[config.mk]
export PLATFORM = sky130hd
export DESIGN_NAME = fbv_front_flat
export DESIGN_NICKNAME = d
export VERILOG_FILES = /design/src/rtl/core/fbv_pkg.sv /design/src/rtl/core/fbv_if.sv /design/src/rtl/core/fbv_front.sv /design/src/flat_wrapper.sv
export SDC_FILE = /design/constraint.sdc
export NUM_CORES = 1
export LEC_CHECK = 0
export BUFFER_PORTS_ARGS = -buffer_cell sky130_fd_sc_hd__buf_2
export CORE_AREA = 4 4 263 265
export CTS_BUF_LIST = sky130_fd_sc_hd__clkbuf_4 sky130_fd_sc_hd__clkbuf_8 sky130_fd_sc_hd__clkbuf_16
export DETAILED_ROUTE_END_ITERATION = 12
export DIE_AREA = 0 0 267 269
export PLACE_DENSITY = 0.79
export SLEW_MARGIN = 20
export SYNTH_ARGS = -nofsm -noshare
export SYNTH_HDL_FRONTEND = slang
export SYNTH_SLANG_ARGS = --single-unit
[constraint.sdc]
create_clock -name clk -period 7.3 [get_ports clk]
set_input_delay 1.095 -clock clk [delete_from_list [all_inputs] [get_ports clk]]
set_output_delay 1.095 -clock clk [all_outputs]
set_load 0.02 [all_outputs]
[src/rtl/core/fbv_pkg.sv]
// package: shared constants and types for the frustum box visibility block
`timescale 1ns / 1ps

package fbv_pkg;

  localparam int COORD_WIDTH = 32;
  localparam int COORD_BITS  = (COORD_WIDTH > 32) ? 32 : COORD_WIDTH;

  localparam int ELEM_W      = 32;
  localparam int INDEX_W     = 4;
  localparam int MATRIX_N    = 16;
  localparam int NUM_PLANES  = 6;
  localparam int NUM_COEFS   = 4;
  localparam int COEF_W      = ELEM_W + 1;
  localparam int PROD_W      = COEF_W + COORD_BITS;
  localparam int SUM_W       = PROD_W + 2;
  localparam int FRAC_BITS   = 16;

  localparam int QUEUE_DEPTH = 4;
  localparam int QPTR_W      = $clog2(QUEUE_DEPTH);
  localparam int QCNT_W      = $clog2(QUEUE_DEPTH + 1);

  localparam logic OP_LOAD = 1'b0;
  localparam logic OP_TEST = 1'b1;

  typedef logic signed [COEF_W-1:0] coef_t;

  typedef struct packed {
    logic                           is_box;
    logic [INDEX_W-1:0]             idx;
    logic [ELEM_W-1:0]              value;
    logic [2:0][COORD_BITS-1:0]     box_min;
    logic [2:0][COORD_BITS-1:0]     box_max;
  } fbv_item_t;

  typedef struct packed {
    logic      valid;
    fbv_item_t item;
  } fbv_q_t;

endpackage

[src/rtl/core/fbv_if.sv]
// interfaces: request and response channels of the frustum box visibility block
`timescale 1ns / 1ps

interface fbv_req_if;
  logic        valid;
  logic        ready;
  logic        operation;
  logic [3:0]  element_index;
  logic signed [31:0] element_value;
  logic signed [31:0] min_x;
  logic signed [31:0] min_y;
  logic signed [31:0] min_z;
  logic signed [31:0] max_x;
  logic signed [31:0] max_y;
  logic signed [31:0] max_z;

  modport source (
    output valid, operation, element_index, element_value,
    output min_x, min_y, min_z, max_x, max_y, max_z,
    input  ready
  );
  modport sink (
    input  valid, operation, element_index, element_value,
    input  min_x, min_y, min_z, max_x, max_y, max_z,
    output ready
  );
endinterface


[src/rtl/core/fbv_front.sv]
// front end: accepts request words, classifies them and queues them in order
`timescale 1ns / 1ps

module fbv_front (
  input  logic          clk,
  input  logic          rst,
  fbv_req_if.sink       req,
  output fbv_pkg::fbv_q_t head,
  input  logic          pop
);

  fbv_pkg::fbv_item_t             queue_mem [fbv_pkg::QUEUE_DEPTH];
  logic [fbv_pkg::QPTR_W-1:0]     wr_ptr;
  logic [fbv_pkg::QPTR_W-1:0]     rd_ptr;
  logic [fbv_pkg::QCNT_W-1:0]     count;
  logic                           push;
  fbv_pkg::fbv_item_t             item_in;

  assign req.ready = (count < fbv_pkg::QCNT_W'(fbv_pkg::QUEUE_DEPTH));
  assign push      = req.valid && req.ready;

  // classify and trim coordinates to the working width
  always_comb begin
    item_in.is_box     = (req.operation == fbv_pkg::OP_TEST);
    item_in.idx        = req.element_index;
    item_in.value      = req.element_value;
    item_in.box_min[0] = req.min_x[fbv_pkg::COORD_BITS-1:0];
    item_in.box_min[1] = req.min_y[fbv_pkg::COORD_BITS-1:0];
    item_in.box_min[2] = req.min_z[fbv_pkg::COORD_BITS-1:0];
    item_in.box_max[0] = req.max_x[fbv_pkg::COORD_BITS-1:0];
    item_in.box_max[1] = req.max_y[fbv_pkg::COORD_BITS-1:0];
    item_in.box_max[2] = req.max_z[fbv_pkg::COORD_BITS-1:0];
  end

  always_ff @(posedge clk) begin
    if (push) begin
      queue_mem[wr_ptr] <= item_in;
    end
  end

  always_ff @(posedge clk) begin
    if (rst) begin
      wr_ptr <= '0;
      rd_ptr <= '0;
      count  <= '0;
    end else begin
      if (push) begin
        wr_ptr <= wr_ptr + 1'b1;
      end
      if (pop) begin
        rd_ptr <= rd_ptr + 1'b1;
      end
      if (push && !pop) begin
        count <= count + 1'b1;
      end else if (!push && pop) begin
        count <= count - 1'b1;
      end
    end
  end

  assign head.valid = (count != '0);
  assign head.item  = queue_mem[rd_ptr];

  a_count_bound: assert property (@(posedge clk) disable iff (rst)
    count <= fbv_pkg::QCNT_W'(fbv_pkg::QUEUE_DEPTH))
    else $error("queue count beyond depth");

  a_pop_nonempty: assert property (@(posedge clk) disable iff (rst)
    pop |-> (count != '0))
    else $error("pop from empty queue");

  a_fill: assert property (@(posedge clk) disable iff (rst)
    (push && !pop) |=> (count == $past(count) + 1'b1))
    else $error("queue count did not follow a push");

endmodule

[src/flat_wrapper.sv]
// flat-port wrapper written by rule: the top's interface ports become plain ports
module fbv_front_flat 
  (clk, rst, head, pop, req_valid, req_operation, req_element_index, req_element_value, req_min_x, req_min_y, req_min_z, req_max_x, req_max_y, req_max_z, req_ready);
  fbv_req_if req_i ();
  input  logic clk;
  input  logic rst;
  output fbv_pkg::fbv_q_t head;
  input  logic pop;
  input wire logic [$bits(req_i.valid)-1:0] req_valid;
  input wire logic [$bits(req_i.operation)-1:0] req_operation;
  input wire logic [$bits(req_i.element_index)-1:0] req_element_index;
  input wire logic [$bits(req_i.element_value)-1:0] req_element_value;
  input wire logic [$bits(req_i.min_x)-1:0] req_min_x;
  input wire logic [$bits(req_i.min_y)-1:0] req_min_y;
  input wire logic [$bits(req_i.min_z)-1:0] req_min_z;
  input wire logic [$bits(req_i.max_x)-1:0] req_max_x;
  input wire logic [$bits(req_i.max_y)-1:0] req_max_y;
  input wire logic [$bits(req_i.max_z)-1:0] req_max_z;
  output wire logic [$bits(req_i.ready)-1:0] req_ready;
  assign req_i.valid = req_valid;
  assign req_i.operation = req_operation;
  assign req_i.element_index = req_element_index;
  assign req_i.element_value = req_element_value;
  assign req_i.min_x = req_min_x;
  assign req_i.min_y = req_min_y;
  assign req_i.min_z = req_min_z;
  assign req_i.max_x = req_max_x;
  assign req_i.max_y = req_max_y;
  assign req_i.max_z = req_max_z;
  assign req_ready = req_i.ready;
  fbv_front u_core (.clk(clk), .rst(rst), .req(req_i), .head(head), .pop(pop));
endmodule
==> reports/metrics.yaml, run 1 <==
post_cts_resized: 0
relSlewSlack_pct: 29.8
cts_tree: "done"
drt_wl_total_um: 67900
drt-initial-drc-count: 1318
ys_warn_count: 0
path_max_fanout: 104
firstDrtPassIters: 5
clock-root-buffer: "clkbuf_16"
holdWs_ns: 0.536
cts_setup_buffers: 0
core_area_um2: 66800
min_from: "u_core.rd_ptr[0]"
synthTopCellsByArea: "edfxtp_1 (82%), mux4_2 (15%), buf_12 (1.3%), dfxtp_1 (0.53%), buf_2 (0.33%)"
synthToLayoutAreaGrowth_pct: 18.3
antenna_found_initial: 25
min_path_type: "register to register"
final_antenna_net_count: 0
synthFlopType: "edfxtp_1"
numClockSinks: 925
gp_congestion: 0.734
crit_end: "head[45]"
fin_crit_sh_pct: 59.5
reg2reg_from: "u_core.count[2]"
setup_violations: 0
clk_latency_ns: 0.63
ys_seq_area_share_pct: 82.1
finalHoldViolCount: 0
synth_nets: 1481
numCtsBuffers: 92
max_freq_ghz: 0.230
leakage_nw: 13.3
track_usage_pct: 18.7
maxCapViolCount: 0
synth_top_area_share_pct: 81.6
endpoint_kind: "primary output"
rrSetupSlack_ns: 4.46
fp.dieW_um: 267
globalRoute.totalOverflow: 0
r2r_cells: 3
nets: 1997
row_count: 95
fill_cells: 4554
ir_worst_vdd_mv: 0.292
wl_per_cell_um: 24.9
worstMarginPinSlew_ns: 1.05
io_buffer_count: 463
p_per_area_nw_per_um2: 336
drc: 0
ios: 464
grt_first_pass_wirelength_um: 101000
cts_max_level: 3
synth_area_um2: 33700
holdBufCountCts: 0
skew_ns: 0.0195
synth.distinct_cells: 23
yosys_register_bits: 925
start_kind: "register"
synthMostInstantiatedCell: "edfxtp_1"
grt_max_degree: 128
dieArea_um2: 71800
worstSetupPathType: "register to primary output"
grt_pass1_vias: 16197
initial_utilization_pct: 50.5
synthTopCellsByCount: "edfxtp_1 (916), mux4_2 (229), buf_12 (22), buf_2 (22), dfxtp_1 (9)"
syn_avg_cell_area_um2: 27.1
async_reset_ff_share_pct: 0
critPathRequiredTime_ns: 6.20
dp_hpwl_um: 39700
arrival_ns: 3.25
clock_path_buffers: 3
yosys.area.top_type: "edfxtp_1"
die_height_um: 269
synth_edf_count: 916
syn_inst: 1242
worstReg2RegEnd: "u_core.queue_mem[0][192]"
rsz0062_at_grt: "false"
viasPerCell: 5.57
slew_viol_final: 0
num_vias: 15211
path_clk_slew_ns: 0.06
setup-tns-final_ns: 0
status: "complete, no violations"
min_period_ns: 4.35
drive_gt1_share_pct: 46.7
[where the power goes]
group | total (mW) | internal, mW | switching, mW
Clock | 4.79 | 2.83 | 1.95
Combinational | 1.96 | 0.715 | 1.25
Sequential | 6.67 | 6.51 | 0.159
[area by class of cell]
class / count / area (um^2) / share of cell area [%]
sequential: 925 / 27700 / 69.4
timing repair buffer: 475 / 2490 / 6.25
clock buffer: 103 / 2420 / 6.07
inverter: 5 / 18.8 / 0.0470
clock inverter: 70 / 723 / 1.81
antenna: 20 / 50.0 / 0.125
multi-input combinational: 259 / 5400 / 13.5
tap: 873 / 1090 / 2.74
[stage by stage]
stage,util [%],instance area [um^2],power [mW],setup slack (ns),cells
global route,59.7,39900,14.0,2.66,2724
finish,59.7,39900,13.4,2.95,2730
floorplan,-,33700,8.08,2.57,1242
detailed placement,54.9,36700,8.77,3.53,2537
CTS,59.6,39800,13.6,2.84,2710
global placement,54.9,36700,8.69,3.54,2537
[sequential cells by signal, indices dropped and copies added (netlist names), named ones only]
signal            cells
u_core.queue_mem    916
u_core.wr_ptr         2
u_core.rd_ptr         2
u_core.count          3
[worst min-delay path by stage]
stage,cells after the start,endpoint
final,2,register
after global routing,2,u_core.rd_ptr[1]
after CTS,2,register
after detailed placement,2,register
after global placement,2,u_core.count[2]
after floorplan,2,u_core.count[2]
[logic make-up after synthesis]
group / Yosys count / share of synthesized area [%]
and+or+nand+nor: 15 / 0.219
adders and majority gates: 6 / 0.245
muxes: 231 / 15.4
AOI/OAI and AO/OA: 2 / 0.0297
DFF: 925 / 82.1
xor gates and xnor gates: 5 / 0.130
buffers and inverters: 58 / 1.88
[placed cells by master (no fill, tap or decap), types with 2 or more instances in the layout]
cell        Yosys  final
clkinv_4        0      3
ha_1            5      5
or3_1           2      2
clkbuf_4        0      9
buf_2          22    463
xor2_1          3      3
diode_2         0     20
edfxtp_1      916    916
mux2i_1         2      2
bufinv_16       0     12
clkbuf_16       0     94
clkinv_2        0     18
and2_4          0      4
buf_4           1      5
mux4_2        229    229
clkinv_1        0     26
xnor2_1         2      2
dfxtp_4         0      2
inv_16          0      3
clkinvlp_4      0      4
nor2_1          7      7
buf_12         22      7
dfxtp_1         9      7
inv_1           5      5
inv_6           0      2
[critical path: stages, from the launching register on]
cell and delay, ns:
dfxtp_4 0.94, buf_12 0.61, mux4_2 0.63, buf_2 0.18
[routing by layer]
metal	global-route usage (%)	vias up	wire (um)
li1	-	6474	-
met1	23.7	7973	24900
met2	31.0	605	35400
met3	4.82	147	5090
met4	8.00	12	2470
met5	0	-	74
(Power assumes the default switching activity.)
==> inputs of run 2 (changes only) <==
--- a/config.mk
+++ b/config.mk
@@ -6,11 +6,11 @@
 export NUM_CORES = 1
 export LEC_CHECK = 0
 export BUFFER_PORTS_ARGS = -buffer_cell sky130_fd_sc_hd__buf_2
-export CORE_AREA = 4 4 263 265
+export CORE_AREA = 4 4 255 257
 export CTS_BUF_LIST = sky130_fd_sc_hd__clkbuf_4 sky130_fd_sc_hd__clkbuf_8 sky130_fd_sc_hd__clkbuf_16
 export DETAILED_ROUTE_END_ITERATION = 12
-export DIE_AREA = 0 0 267 269
-export PLACE_DENSITY = 0.79
+export DIE_AREA = 0 0 259 261
+export PLACE_DENSITY = 0.8
 export SLEW_MARGIN = 20
 export SYNTH_ARGS = -nofsm -noshare
 export SYNTH_HDL_FRONTEND = slang
==> constraint.sdc (replaced) <==
create_clock -name clk -period 4.25 [get_ports clk]
set_input_delay 0.6375 -clock clk [delete_from_list [all_inputs] [get_ports clk]]
set_output_delay 0.6375 -clock clk [all_outputs]
set_load 0.02 [all_outputs]
==> reports/metrics.yaml, run 2 (synthesis gave the netlist of run 1 again) <==
status: "complete, no violations"
crit_path_max_incr_delay_ns: 0.79
fp.dieW_um: 259
clk_latency_ns: 0.61
drc: 0
crit_buf_inv: 2
core_area_um2: 62700
final_common_cell: "edfxtp_1"
skew_ns: 0.0186
wl_per_cell_um: 26.1
numCtsBuffers: 90
slowest_stage: "dfxtp_4"
cts_setup_buffers: 0
setup-tns-final_ns: 0
fin_cells: 2733
final_cell_mix: "edfxtp_1 (916), buf_2 (463), mux4_2 (229), clkbuf_16 (92), buf_4 (31)"
setup_violations: 0
drive_gt1_share_pct: 47.7
min_period_ns: 3.26
finalHoldViolCount: 0
grt_pass1_vias: 16488
critPathRequiredTime_ns: 3.61
met3_usage_pct: 5.57
p_per_area_nw_per_um2: 560
globalRoute.totalOverflow: 0
grt_use_met2_pct: 36.0
worstSetupPathType: "register to primary output"
num_vias: 15448
ios: 464
endpoint_kind: "primary output"
gp_congestion: 0.778
drt-initial-drc-count: 1356
leakage_nw: 13.4
synthToLayoutAreaGrowth_pct: 18.6
arrival_ns: 2.62
worstMarginPinSlew_ns: 0.752
largest_reg_flops: 916
slew_viol_final: 0
start_kind: "register"
dieArea_um2: 67600
grt_max_degree: 70
viasPerCell: 5.65
clock_path_buffers: 3
initial_utilization_pct: 53.7
firstDrtPassIters: 5
grtUsageMet1_pct: 26.3
max_freq_ghz: 0.307
track_usage_pct: 21.1
clock-root-buffer: "clkbuf_16"
top_register: "u_core.queue_mem"
grt_first_pass_wirelength_um: 106000
holdBufCountCts: 0
die_height_um: 261
io_buffer_count: 463
post_cts_resized: 0
path_cells: "buf_12 -> mux4_2 -> buf_2"
rsz0062_at_grt: "false"
dp_hpwl_um: 45100
numClockSinks: 925
final_antenna_net_count: 0
cts_max_level: 3
grt.busiest_layer: "met2"
maxCapViolCount: 0
drt_wl_total_um: 71200
row_count: 92
nets: 2034
path_clk_slew_ns: 0.06
cts_tree: "done"
antenna_found_initial: 23
dp.cells: 2549
min_path_type: "input pin to register"
path_max_fanout: 37
fin_crit_sh_pct: 76.6
relSlewSlack_pct: 49.9
path_delay_family: "flip-flops"
reg_top3: "u_core.queue_mem x916, u_core.count x3"
ir_worst_vdd_mv: 0.555
[run 2: changes by cell type in the layout (fill, tap and decap cells not counted), moves of 2 or more]
| cell | before | now |
|---|---|---|
| inv_6 | 2 | 0 |
| clkbuf_16 | 94 | 92 |
| clkinv_4 | 3 | 1 |
| buf_4 | 5 | 31 |
| buf_12 | 7 | 20 |
| clkbuf_4 | 9 | 16 |
| clkinv_1 | 26 | 21 |
| bufinv_16 | 12 | 1 |
| clkinv_8 | 0 | 2 |
| clkinv_2 | 18 | 20 |
[run 2: through the flow]
step / hold WS, ns / total power [mW] / area (um^2) / utilization, % / setup slack [ns]
6_report: 0.224 / 22.4 / 40000 / 63.7 / 0.993
5_1_grt: 0.180 / 23.3 / 40000 / 63.7 / 0.790
4_1_cts: 0.165 / 22.7 / 39900 / 63.7 / 0.876
3_5_place_dp: 0.530 / 15.2 / 37100 / 59.2 / 1.48
3_3_place_gp: 0.498 / 15.0 / 37100 / 59.2 / 1.54
2_1_floorplan: 0.480 / 13.9 / 33700 / - / -0.0262
[run 2: layout make-up]
cell class / count / area, um^2
clock buffers: 108 / 2420
clock inverters: 55 / 399
well taps: 846 / 1060
repair buffers: 514 / 2950
fillers: 3979 / 22700
inverters: 5 / 18.8
flip-flops and latches: 925 / 27700
diodes: 21 / 52.6
multi-input cells: 259 / 5400
[run 2: worst register-to-register path, delay by kind of cell (launching register included)]
family	cells	cell delay, ns
buffers and inverters	1	0.46
DFF	1	0.36
and+or+nand+nor	2	1.20
[run 2: path summary, 6_finish.rpt]
check	to	cells after the start	slack [ns]	startpoint
max	head[14]	3	0.99	register
min	u_core.queue_mem[1][183]	1	0.22	req_min_z[23]
max reg2reg	u_core.queue_mem[3][54]	3	1.88	u_core.count[2]
min reg2reg	u_core.rd_ptr[1]	2	0.54	u_core.rd_ptr[1]
[run 2: routing by layer]
metal | wire, um | up-vias | part of all wire [%]
li1 | - | 6534 | -
met1 | 25300 | 8084 | 36
met2 | 38000 | 683 | 53
met3 | 5440 | 141 | 7.6
met4 | 2450 | 6 | 3.4
met5 | 47 | - | 0.066
[run 2: report_power, final]
part	internal [mW]	switching [mW]
clock network	4.17	3.27
registers	11.2	0.280
logic	1.32	2.21
